<file path="src/hw/rtl/gcr_pkg.sv">
// Shared types and constants of the glyph column rasterizer.
`timescale 1ns / 1ps
`default_nettype none

package gcr_pkg;

  localparam int FRAME_WIDTH_DEF  = 1024;
  localparam int FRAME_HEIGHT_DEF = 600;

  localparam int COORD_W  = 10;
  localparam int GH_W     = 6;
  localparam int COLOR_W  = 32;
  localparam int INDEX_W  = 20;
  localparam int BYTE_W   = 8;
  localparam int ROW_W    = COORD_W + 1;
  localparam int CMP_W    = 13;
  localparam int CFG_IDX_W = 2;

  localparam int QUEUE_DEPTH = 2;

  // Register indexes of the configuration port
  localparam logic [CFG_IDX_W-1:0] REG_GLYPH_HEIGHT   = 2'd0;
  localparam logic [CFG_IDX_W-1:0] REG_LANDSCAPE_MODE = 2'd1;
  localparam logic [CFG_IDX_W-1:0] REG_INK_COLOUR     = 2'd2;

  localparam logic [GH_W-1:0]    GLYPH_HEIGHT_RST = 6'd12;
  localparam logic               LANDSCAPE_RST    = 1'b1;
  localparam logic [COLOR_W-1:0] INK_COLOUR_RST   = '0;

  typedef struct packed {
    logic [GH_W-1:0]    glyph_height;
    logic               landscape_mode;
    logic [COLOR_W-1:0] ink_colour;
  } gcr_cfg_t;

  // One classified byte: column base, first row and the steps that write
  typedef struct packed {
    logic [INDEX_W-1:0] base_mul;
    logic [ROW_W-1:0]   row0;
    logic [BYTE_W-1:0]  mask;
  } gcr_entry_t;

endpackage

`default_nettype wire

</file>
<file path="src/hw/rtl/gcr_ifs.sv">
// Handshake channel interfaces: glyph bytes in, pixel writes out, register writes.
`timescale 1ns / 1ps
`default_nettype none

interface gcr_in_if;
  logic                        valid;
  logic                        ready;
  logic                        start_glyph;
  logic [gcr_pkg::COORD_W-1:0] origin_x;
  logic [gcr_pkg::COORD_W-1:0] origin_y;
  logic [gcr_pkg::BYTE_W-1:0]  glyph_byte;

  modport source (output valid, start_glyph, origin_x, origin_y, glyph_byte, input ready);
  modport sink   (input valid, start_glyph, origin_x, origin_y, glyph_byte, output ready);
endinterface

interface gcr_out_if;
  logic                        valid;
  logic                        ready;
  logic [gcr_pkg::INDEX_W-1:0] pixel_index;
  logic [gcr_pkg::COLOR_W-1:0] pixel_color;
  logic                        last_write;

  modport source (output valid, pixel_index, pixel_color, last_write, input ready);
  modport sink   (input valid, pixel_index, pixel_color, last_write, output ready);
endinterface

interface gcr_cfg_if;
  logic                          valid;
  logic                          ready;
  logic [gcr_pkg::CFG_IDX_W-1:0] index;
  logic [gcr_pkg::COLOR_W-1:0]   data;

  modport source (output valid, index, data, input ready);
  modport sink   (input valid, index, data, output ready);
endinterface

`default_nettype wire

</file>
<file path="src/hw/rtl/glyph_column_rasterizer_core.sv">
// Glyph column rasterizer: bitmap font bytes in, framebuffer pixel writes out.
//
// Channels: in_if takes one font byte per word with its start flag and glyph
// origin; out_if gives one pixel write per word (index, colour, last-of-byte
// flag); cfg_if writes glyph height, display direction and pen colour and is
// always ready. Write configuration only while no byte is in flight.
// Flow: a taken byte goes through the queue, the back end's mask register and
// the output register. Throughput: one pixel word per cycle while out_if.ready
// is high, set by the back end issuing one mask bit per cycle. A byte writes 0
// to 8 pixels; one that writes nothing is never queued. The front end keeps
// taking bytes into a two-entry queue while the back end works.
// Reset: cursor and column top go to (0,0), registers to height 12,
// landscape, colour 0; queue and output are emptied.
// Stall: when the receiver holds ready low the output word is held, the back
// end stops and the queue fills, after which in_if.ready drops.
`timescale 1ns / 1ps
`default_nettype none

module glyph_column_rasterizer_core #(
  parameter int FRAME_WIDTH  = gcr_pkg::FRAME_WIDTH_DEF,
  parameter int FRAME_HEIGHT = gcr_pkg::FRAME_HEIGHT_DEF
) (
  input  wire logic clk_i,
  input  wire logic rst_ni,
  gcr_in_if.sink    in_if,
  gcr_out_if.source out_if,
  gcr_cfg_if.sink   cfg_if
);

  gcr_pkg::gcr_cfg_t   cfg_q, cfg_d;
  gcr_pkg::gcr_entry_t push_entry, pop_entry;
  logic                push_valid, push_ready, pop_valid, pop_ready;

  assign cfg_if.ready = 1'b1;

  always_comb begin
    cfg_d = cfg_q;
    if (cfg_if.valid) begin
      case (cfg_if.index)
        gcr_pkg::REG_GLYPH_HEIGHT:   cfg_d.glyph_height   = cfg_if.data[gcr_pkg::GH_W-1:0];
        gcr_pkg::REG_LANDSCAPE_MODE: cfg_d.landscape_mode = cfg_if.data[0];
        gcr_pkg::REG_INK_COLOUR:     cfg_d.ink_colour     = cfg_if.data;
        default:                     cfg_d = cfg_q;
      endcase
    end
  end

  always_ff @(posedge clk_i or negedge rst_ni) begin
    if (!rst_ni) begin
      cfg_q.glyph_height   <= gcr_pkg::GLYPH_HEIGHT_RST;
      cfg_q.landscape_mode <= gcr_pkg::LANDSCAPE_RST;
      cfg_q.ink_colour     <= gcr_pkg::INK_COLOUR_RST;
    end else begin
      cfg_q <= cfg_d;
    end
  end

  gcr_front #(
    .FRAME_WIDTH  (FRAME_WIDTH),
    .FRAME_HEIGHT (FRAME_HEIGHT)
  ) u_front (
    .clk_i        (clk_i),
    .rst_ni       (rst_ni),
    .in_if        (in_if),
    .cfg_i        (cfg_q),
    .push_entry_o (push_entry),
    .push_valid_o (push_valid),
    .push_ready_i (push_ready)
  );

  gcr_queue u_queue (
    .clk_i        (clk_i),
    .rst_ni       (rst_ni),
    .push_entry_i (push_entry),
    .push_valid_i (push_valid),
    .push_ready_o (push_ready),
    .pop_entry_o  (pop_entry),
    .pop_valid_o  (pop_valid),
    .pop_ready_i  (pop_ready)
  );

  gcr_back u_back (
    .clk_i       (clk_i),
    .rst_ni      (rst_ni),
    .cfg_i       (cfg_q),
    .pop_entry_i (pop_entry),
    .pop_valid_i (pop_valid),
    .pop_ready_o (pop_ready),
    .out_if      (out_if)
  );

  // The front end never queues a byte that writes nothing
  a_entry_not_empty: assert property (@(posedge clk_i) disable iff (!rst_ni)
    pop_valid |-> (pop_entry.mask != '0))
    else $error("empty entry in queue");

  // A full queue must have something to hand on
  a_full_has_data: assert property (@(posedge clk_i) disable iff (!rst_ni)
    !in_if.ready |-> pop_valid)
    else $error("input stalled with empty queue");

  // Pixels of one byte follow without gaps
  a_no_gap_in_byte: assert property (@(posedge clk_i) disable iff (!rst_ni)
    (out_if.valid && out_if.ready && !out_if.last_write) |=> out_if.valid)
    else $error("gap inside a byte's pixel run");

endmodule

`default_nettype wire

</file>
<file path="src/hw/rtl/gcr_front.sv">
// Front end: tracks the glyph cursor and classifies each byte into a queue entry.
`timescale 1ns / 1ps
`default_nettype none

module gcr_front #(
  parameter int FRAME_WIDTH  = gcr_pkg::FRAME_WIDTH_DEF,
  parameter int FRAME_HEIGHT = gcr_pkg::FRAME_HEIGHT_DEF
) (
  input  wire logic                clk_i,
  input  wire logic                rst_ni,
  gcr_in_if.sink                   in_if,
  input  wire gcr_pkg::gcr_cfg_t   cfg_i,
  output gcr_pkg::gcr_entry_t      push_entry_o,
  output logic                     push_valid_o,
  input  wire logic                push_ready_i
);

  localparam logic [gcr_pkg::CMP_W-1:0] FW_C  = gcr_pkg::CMP_W'(FRAME_WIDTH);
  localparam logic [gcr_pkg::CMP_W-1:0] FH_C  = gcr_pkg::CMP_W'(FRAME_HEIGHT);
  localparam logic [gcr_pkg::CMP_W-1:0] FH_M1 = gcr_pkg::CMP_W'(FRAME_HEIGHT - 1);

  logic [gcr_pkg::COORD_W-1:0] cur_x_q, cur_x_d;
  logic [gcr_pkg::COORD_W-1:0] cur_y_q, cur_y_d;
  logic [gcr_pkg::COORD_W-1:0] top_q, top_d;

  logic [gcr_pkg::COORD_W-1:0] cx, cy, top, offset, remain;
  logic [gcr_pkg::ROW_W-1:0]   row0;
  logic [gcr_pkg::CMP_W-1:0]   xp;
  logic [3:0]                  n_steps;
  logic                        col_end, x_in, accept;
  logic [gcr_pkg::BYTE_W-1:0]  mask;

  assign accept = in_if.valid && in_if.ready;
  assign in_if.ready = push_ready_i;

  always_comb begin
    cx     = in_if.start_glyph ? in_if.origin_x : cur_x_q;
    cy     = in_if.start_glyph ? in_if.origin_y : cur_y_q;
    top    = in_if.start_glyph ? in_if.origin_y : top_q;
    offset = cy - top;
    remain = gcr_pkg::COORD_W'(cfg_i.glyph_height) - offset;
    // A remainder of zero means a full wrap of the row counter
    col_end = (remain != '0) && (remain <= gcr_pkg::COORD_W'(8));
    n_steps = col_end ? remain[3:0] : 4'd8;
    row0    = gcr_pkg::ROW_W'(top) + gcr_pkg::ROW_W'(offset);
    x_in    = gcr_pkg::CMP_W'(cx) < FH_C;
    for (int j = 0; j < gcr_pkg::BYTE_W; j++) begin
      mask[j] = (4'(j) < n_steps) && in_if.glyph_byte[gcr_pkg::BYTE_W-1-j] && x_in &&
                ((gcr_pkg::CMP_W'(row0) + gcr_pkg::CMP_W'(j)) < FW_C);
    end
    xp = cfg_i.landscape_mode ? gcr_pkg::CMP_W'(cx) : (FH_M1 - gcr_pkg::CMP_W'(cx));

    push_entry_o.base_mul = gcr_pkg::INDEX_W'(FW_C) * gcr_pkg::INDEX_W'(xp);
    push_entry_o.row0     = row0;
    push_entry_o.mask     = mask;
    // Drop bytes that write nothing
    push_valid_o = in_if.valid && (mask != '0);

    if (col_end) begin
      cur_x_d = cx + gcr_pkg::COORD_W'(1);
      cur_y_d = top;
    end else begin
      cur_x_d = cx;
      cur_y_d = cy + gcr_pkg::COORD_W'(8);
    end
    top_d = top;
  end

  always_ff @(posedge clk_i or negedge rst_ni) begin
    if (!rst_ni) begin
      cur_x_q <= '0;
      cur_y_q <= '0;
      top_q   <= '0;
    end else if (accept) begin
      cur_x_q <= cur_x_d;
      cur_y_q <= cur_y_d;
      top_q   <= top_d;
    end
  end

endmodule

`default_nettype wire

</file>
<file path="src/hw/rtl/gcr_queue.sv">
// Short queue of classified bytes between the front and back ends.
`timescale 1ns / 1ps
`default_nettype none

module gcr_queue (
  input  wire logic                clk_i,
  input  wire logic                rst_ni,
  input  wire gcr_pkg::gcr_entry_t push_entry_i,
  input  wire logic                push_valid_i,
  output logic                     push_ready_o,
  output gcr_pkg::gcr_entry_t      pop_entry_o,
  output logic                     pop_valid_o,
  input  wire logic                pop_ready_i
);

  localparam int DEPTH = gcr_pkg::QUEUE_DEPTH;
  localparam int PTR_W = (DEPTH > 1) ? $clog2(DEPTH) : 1;
  localparam int CNT_W = $clog2(DEPTH + 1);

  gcr_pkg::gcr_entry_t entries_q [DEPTH];
  logic [PTR_W-1:0] wr_ptr_q, wr_ptr_d, rd_ptr_q, rd_ptr_d;
  logic [CNT_W-1:0] count_q, count_d;
  logic             do_push, do_pop;

  assign push_ready_o = count_q != CNT_W'(DEPTH);
  assign pop_valid_o  = count_q != '0;
  assign pop_entry_o  = entries_q[rd_ptr_q];
  assign do_push      = push_valid_i && push_ready_o;
  assign do_pop       = pop_valid_o && pop_ready_i;

  always_comb begin
    wr_ptr_d = wr_ptr_q;
    rd_ptr_d = rd_ptr_q;
    count_d  = count_q;
    if (do_push) begin
      wr_ptr_d = (wr_ptr_q == PTR_W'(DEPTH - 1)) ? '0 : wr_ptr_q + PTR_W'(1);
    end
    if (do_pop) begin
      rd_ptr_d = (rd_ptr_q == PTR_W'(DEPTH - 1)) ? '0 : rd_ptr_q + PTR_W'(1);
    end
    if (do_push && !do_pop) begin
      count_d = count_q + CNT_W'(1);
    end else if (do_pop && !do_push) begin
      count_d = count_q - CNT_W'(1);
    end
  end

  always_ff @(posedge clk_i or negedge rst_ni) begin
    if (!rst_ni) begin
      wr_ptr_q <= '0;
      rd_ptr_q <= '0;
      count_q  <= '0;
    end else begin
      wr_ptr_q <= wr_ptr_d;
      rd_ptr_q <= rd_ptr_d;
      count_q  <= count_d;
    end
  end

  always_ff @(posedge clk_i) begin
    if (do_push) begin
      entries_q[wr_ptr_q] <= push_entry_i;
    end
  end

endmodule

`default_nettype wire

</file>
<file path="src/hw/rtl/gcr_back.sv">
// Back end: walks each entry's write mask, one pixel word a cycle unless stalled.
`timescale 1ns / 1ps
`default_nettype none

module gcr_back (
  input  wire logic                clk_i,
  input  wire logic                rst_ni,
  input  wire gcr_pkg::gcr_cfg_t   cfg_i,
  input  wire gcr_pkg::gcr_entry_t pop_entry_i,
  input  wire logic                pop_valid_i,
  output logic                     pop_ready_o,
  gcr_out_if.source                out_if
);

  logic [gcr_pkg::INDEX_W-1:0] base_q, base_d;
  logic [gcr_pkg::BYTE_W-1:0]  mask_q, mask_d, rem;
  logic [2:0]                  cur_j;
  logic                        advance, need_load;

  logic                        out_valid_q, out_valid_d;
  logic [gcr_pkg::INDEX_W-1:0] out_index_q, out_index_d;
  logic [gcr_pkg::COLOR_W-1:0] out_color_q, out_color_d;
  logic                        out_last_q, out_last_d;

  always_comb begin
    cur_j = '0;
    for (int j = gcr_pkg::BYTE_W - 1; j >= 0; j--) begin
      if (mask_q[j]) begin
        cur_j = 3'(j);
      end
    end
    rem = mask_q & ~(gcr_pkg::BYTE_W'(1) << cur_j);

    advance   = !out_valid_q || out_if.ready;
    // Fetch the next entry once the current one has issued its final word
    need_load = (mask_q == '0) || (advance && (rem == '0));
    pop_ready_o = need_load;

    out_valid_d = out_valid_q;
    out_index_d = out_index_q;
    out_color_d = out_color_q;
    out_last_d  = out_last_q;
    if (advance) begin
      out_valid_d = mask_q != '0;
      out_index_d = base_q + gcr_pkg::INDEX_W'(cur_j);
      out_color_d = cfg_i.ink_colour;
      out_last_d  = rem == '0;
    end

    base_d = base_q;
    mask_d = mask_q;
    if (need_load) begin
      mask_d = pop_valid_i ? pop_entry_i.mask : '0;
      base_d = pop_entry_i.base_mul + gcr_pkg::INDEX_W'(pop_entry_i.row0);
    end else if (advance) begin
      mask_d = rem;
    end
  end

  always_ff @(posedge clk_i or negedge rst_ni) begin
    if (!rst_ni) begin
      mask_q      <= '0;
      out_valid_q <= 1'b0;
    end else begin
      mask_q      <= mask_d;
      out_valid_q <= out_valid_d;
    end
  end

  always_ff @(posedge clk_i) begin
    base_q      <= base_d;
    out_index_q <= out_index_d;
    out_color_q <= out_color_d;
    out_last_q  <= out_last_d;
  end

  assign out_if.valid       = out_valid_q;
  assign out_if.pixel_index = out_index_q;
  assign out_if.pixel_color = out_color_q;
  assign out_if.last_write  = out_last_q;

endmodule

`default_nettype wire

</file>
<file path="src/flat_wrapper.sv">
// flat-port wrapper written by rule: the top's interface ports become plain ports
module glyph_column_rasterizer_core_flat 
#(
  parameter int FRAME_WIDTH  = gcr_pkg::FRAME_WIDTH_DEF,
  parameter int FRAME_HEIGHT = gcr_pkg::FRAME_HEIGHT_DEF
)
  (clk_i, rst_ni, in_if_valid, in_if_start_glyph, in_if_origin_x, in_if_origin_y, in_if_glyph_byte, in_if_ready, out_if_valid, out_if_pixel_index, out_if_pixel_color, out_if_last_write, out_if_ready, cfg_if_valid, cfg_if_index, cfg_if_data, cfg_if_ready);
  gcr_in_if in_if_i ();
  gcr_out_if out_if_i ();
  gcr_cfg_if cfg_if_i ();
  input  wire logic clk_i;
  input  wire logic rst_ni;
  input wire logic [$bits(in_if_i.valid)-1:0] in_if_valid;
  input wire logic [$bits(in_if_i.start_glyph)-1:0] in_if_start_glyph;
  input wire logic [$bits(in_if_i.origin_x)-1:0] in_if_origin_x;
  input wire logic [$bits(in_if_i.origin_y)-1:0] in_if_origin_y;
  input wire logic [$bits(in_if_i.glyph_byte)-1:0] in_if_glyph_byte;
  output wire logic [$bits(in_if_i.ready)-1:0] in_if_ready;
  output wire logic [$bits(out_if_i.valid)-1:0] out_if_valid;
  output wire logic [$bits(out_if_i.pixel_index)-1:0] out_if_pixel_index;
  output wire logic [$bits(out_if_i.pixel_color)-1:0] out_if_pixel_color;
  output wire logic [$bits(out_if_i.last_write)-1:0] out_if_last_write;
  input wire logic [$bits(out_if_i.ready)-1:0] out_if_ready;
  input wire logic [$bits(cfg_if_i.valid)-1:0] cfg_if_valid;
  input wire logic [$bits(cfg_if_i.index)-1:0] cfg_if_index;
  input wire logic [$bits(cfg_if_i.data)-1:0] cfg_if_data;
  output wire logic [$bits(cfg_if_i.ready)-1:0] cfg_if_ready;
  assign in_if_i.valid = in_if_valid;
  assign in_if_i.start_glyph = in_if_start_glyph;
  assign in_if_i.origin_x = in_if_origin_x;
  assign in_if_i.origin_y = in_if_origin_y;
  assign in_if_i.glyph_byte = in_if_glyph_byte;
  assign in_if_ready = in_if_i.ready;
  assign out_if_valid = out_if_i.valid;
  assign out_if_pixel_index = out_if_i.pixel_index;
  assign out_if_pixel_color = out_if_i.pixel_color;
  assign out_if_last_write = out_if_i.last_write;
  assign out_if_i.ready = out_if_ready;
  assign cfg_if_i.valid = cfg_if_valid;
  assign cfg_if_i.index = cfg_if_index;
  assign cfg_if_i.data = cfg_if_data;
  assign cfg_if_ready = cfg_if_i.ready;
  glyph_column_rasterizer_core #(.FRAME_WIDTH(FRAME_WIDTH), .FRAME_HEIGHT(FRAME_HEIGHT)) u_core (.clk_i(clk_i), .rst_ni(rst_ni), .in_if(in_if_i), .out_if(out_if_i), .cfg_if(cfg_if_i));
endmodule
</file>
<file path="config.mk">
export PLATFORM = sky130hd
export DESIGN_NAME = glyph_column_rasterizer_core_flat
export DESIGN_NICKNAME = d
export VERILOG_FILES = /design/src/hw/rtl/gcr_pkg.sv /design/src/hw/rtl/gcr_ifs.sv /design/src/hw/rtl/glyph_column_rasterizer_core.sv /design/src/hw/rtl/gcr_front.sv /design/src/hw/rtl/gcr_queue.sv /design/src/hw/rtl/gcr_back.sv /design/src/flat_wrapper.sv
export SDC_FILE = /design/constraint.sdc
export NUM_CORES = 1
export LEC_CHECK = 0
export ABC_AREA = 0
export BUFFER_PORTS_ARGS = -buffer_cell sky130_fd_sc_hd__buf_2
export CAP_MARGIN = 10
export CORE_UTILIZATION = 63
export CTS_CLUSTER_SIZE = 10
export DETAILED_ROUTE_END_ITERATION = 16
export GPL_TIMING_DRIVEN = 0
export PLACE_DENSITY = 0.95
export SLEW_MARGIN = 20
export SYNTH_ARGS = -nofsm -noshare
export SYNTH_HDL_FRONTEND = slang
export SYNTH_SLANG_ARGS = --single-unit
</file>
<file path="constraint.sdc">
create_clock -name clk_i -period 13.9 [get_ports clk_i]
set_input_delay 1.39 -clock clk_i [delete_from_list [all_inputs] [get_ports clk_i]]
set_output_delay 1.39 -clock clk_i [all_outputs]
set_load 0.05 [all_outputs]
</file>
==> summary.txt <==
CTS Buf Count - 25
pwr dens - 275 nW/um^2
via count - 7817
Clk Tree Root Cell - clkbuf_16
Total Routing Usage GR - 0.280
Resize count post-CTS - 0
Fin Clk Skew - 22.4 ps
status - complete, no violations
Peak Freq - 121 MHz
antenna violations before repair - 1
WL final - 23800 um
RSZ-0062 raised after global routing - false
CTS tree - yes
area of the multi-input gates - 4320 um^2
worst vdd ir - 0.177 mV
Top Ports - 124
detail-routed via count per cell - 6.09
Post-Synthesis Net Count - 997
CORE AREA - 16500 um^2
Hold WS - 440 ps
startpoint types - input pin
synthesis-to-layout area growth - 16.0%
EDFF count, synth - 131
setup tns final - 0 ps
postcts setup bufs - 0
Setup CP Type - in -> reg
CTS max path bufs - 3
die area - 17400 um^2
Fillers - 972
R2R setup slack - 7460 ps
post-DR wirelength/cell - 18.6 um
DIE WIDTH - 132 um
register area share after synthesis - 0.564
worst-skew pair later-pin latency - 520 ps
number of global-route vias before repair - 7865
FFs w/ async S/R, synth - 0.385
Worst Tran Pin Value - 1020 ps
max_slew headroom - 0.320
Worst Path Arrival - 8470 ps
Reg clk slew, reported paths - 60 ps
grt ovf - 0
Final Setup Violations - 0
Slew Limit Fails - 0
# clock sinks - 213
fin util - 0.746
flip-flop and latch area - 5990 um^2
Initial Util - 0.643
RD Place Congestion - 0.914
first-pass GRT wire length - 38600 um
PnR worst setup slack - 5600 ps
Top FF cell, synth - edfxtp_1
Final Critical Period - 8300 ps
hold_buf cts - 0
Synth cell types - 75
Place WS - 5410 ps
Max-cap violations - 0
CTS HTree Levels - 1
endpoints failing hold - 0
DR pass1 iterations - 8
Detail Route Antenna Nets - 0
largest net degree at the start of global routing - 43
Hold Path Class - reg -> reg
Critical Path RT - 14070 ps
Leak - 0.00512 uW
Nets - 1150
layout cell share with drive strength beyond 1 - 0.223
die height - 132 um
Critical Path Sink Type - flop
Cells after Synth - 891
DR iter-0 viols - 676
Final Cycle Share - 0.597
Yosys warnings - 0
Final Power - 3380 uW
#FFs+latches synth - 213
number of port buffers - 122
DRC - 0
# rows - 47
synthesized area - 10600 um^2
Syn Area/Cell - 11.9 um^2
HPWL reported at the end of detailed placement - 16200 um
CP Max Fanout - 29
-- flip-flops by register name (all words and copies together), names as in the netlist --
register,cells
u_core.u_front.top_q,10
u_core.u_front.cur_y_q,10
u_core.u_queue.wr_ptr_q,1
u_core.u_back.out_if.pixel_index,20
u_core.u_queue.rd_ptr_q,1
u_core.u_back.out_if.pixel_color,32
u_core.u_back.out_if.valid,1
u_core.u_queue.count_q,2
u_core.u_back.base_q,20
u_core.u_queue.entries_q,58
u_core.cfg_q,39
u_core.u_back.mask_q,8
u_core.u_back.out_if.last_write,1
u_core.u_front.cur_x_q,10
-- placed cells by master (no fill, tap or decap), drive strengths merged, types with 47 or more instances in the layout --
| cell | netlist | routed |
|---|---|---|
| dfrtp | 79 | 79 |
| edfxtp | 131 | 131 |
| xnor2 | 47 | 47 |
| clkbuf | 17 | 60 |
| mux2 | 57 | 57 |
| o21ai | 57 | 57 |
| nor2 | 58 | 58 |
| inv | 52 | 53 |
| buf | 12 | 138 |
| nand2 | 71 | 71 |
-- final timing paths --
check,start,cells after the start,to
max,in_if_start_glyph,24,u_core.u_queue.entries_q[1][0]$_DFFE_PP_
min,u_core.cfg_q[11]$_DFFE_PN0P_,0,u_core.u_back.out_if.pixel_color[11]$_DFFE_PP_
max reg2reg,u_core.u_front.cur_y_q[0]$_DFFE_PN0P_,19,u_core.u_queue.entries_q[1][0]$_DFFE_PP_
min reg2reg,u_core.cfg_q[11]$_DFFE_PN0P_,0,u_core.u_back.out_if.pixel_color[11]$_DFFE_PP_
max in group asynchronous,rst_ni,2,u_core.u_front.top_q[2]$_DFFE_PN0P_
min in group asynchronous,rst_ni,1,u_core.cfg_q[27]$_DFFE_PN0P_
-- synthesized netlist by cell type, drive strengths merged, types with 4 or more instances --
| library cell | number | area share |
|---|---|---|
| a21o | 9 | 0.0064 |
| and3 | 6 | 0.0035 |
| clkbuf | 17 | 0.0060 |
| o21ai | 57 | 0.027 |
| nand3 | 17 | 0.0080 |
| edfxtp | 131 | 0.37 |
| nand2b | 8 | 0.0047 |
| a31oi | 4 | 0.0052 |
| nand4 | 8 | 0.0047 |
| ha | 34 | 0.040 |
| a21boi | 14 | 0.0099 |
| nand2 | 71 | 0.026 |
| xnor2 | 47 | 0.039 |
| nor2b | 15 | 0.0088 |
| inv | 52 | 0.018 |
| nor2 | 58 | 0.020 |
| and2 | 6 | 0.0037 |
| mux2 | 57 | 0.060 |
| o21a | 7 | 0.0049 |
| a21oi | 44 | 0.021 |
| dfrtp | 79 | 0.19 |
| nor3 | 16 | 0.0075 |
| xor2 | 25 | 0.021 |
| mux2i | 24 | 0.023 |
| a211oi | 7 | 0.0054 |
| fa | 4 | 0.0075 |
| buf | 12 | 0.0061 |
-- logic make-up (layout without fill, tap and decap cells) --
family / count (synthesis) / after routing / share of synthesized area
and+or+nand+nor: 222 / 222 / 0.0998
DFF: 213 / 213 / 0.564
AOI/OAI and AO/OA: 182 / 182 / 0.115
muxes: 81 / 81 / 0.0830
buffers and inverters: 81 / 252 / 0.0305
xor gates and xnor gates: 72 / 72 / 0.0594
adders and majority gates: 39 / 39 / 0.0485
other: 1 / 3 / 0.000353
-- through the flow --
stage          cells  cell area, um^2
5_1_grt         1284            12300
3_5_place_dp    1237            11600
4_1_cts         1282            12300
2_1_floorplan    891            10600
6_report        1284            12300
3_3_place_gp    1233            11500
-- routing by layer --
metal  global-route usage  wire [um]
met5                    0          0
met4                0.159       1270
met1                0.329       8930
met2                0.484      12000
met3               0.0515       1590
-- cell type report --
type                            instances  area share
Multi-Input combinational cell        597       0.351
Clock buffer                           43      0.0579
Tap cell                              220      0.0223
Clock inverter                          2     0.00102
Buffer                                 29      0.0105
Timing Repair Buffer                  126      0.0555
Antenna cell                            2    0.000406
Inverter                               52      0.0158
Sequential cell                       213       0.486
-- critical path, stage by stage --
cell and delay (ps):
buf_2 110, clkbuf_1 410, buf_1 520, clkbuf_1 480, o21ai_0 350, ha_1 360
fa_1 510, nor2b_1 210, o21ai_1 80, nand2b_1 130, a211oi_1 90, o32ai_1 320
inv_1 100, ha_1 420, o21ai_0 160, o21a_1 190, a211oi_1 310, xor2_1 360
nand3_1 200, o311ai_0 670, and2_1 240, o2111a_1 250, a31oi_4 140, and2_2 450
-- power by group --
group | switching [uW] | total, uW | leakage, uW | internal (uW)
Combinational | 1060 | 1640 | 0.00255 | 577
Sequential | 121 | 1160 | 0.00223 | 1040
Clock | 237 | 582 | 0.000347 | 345
Note: power is estimated with default switching activity, not from simulation.
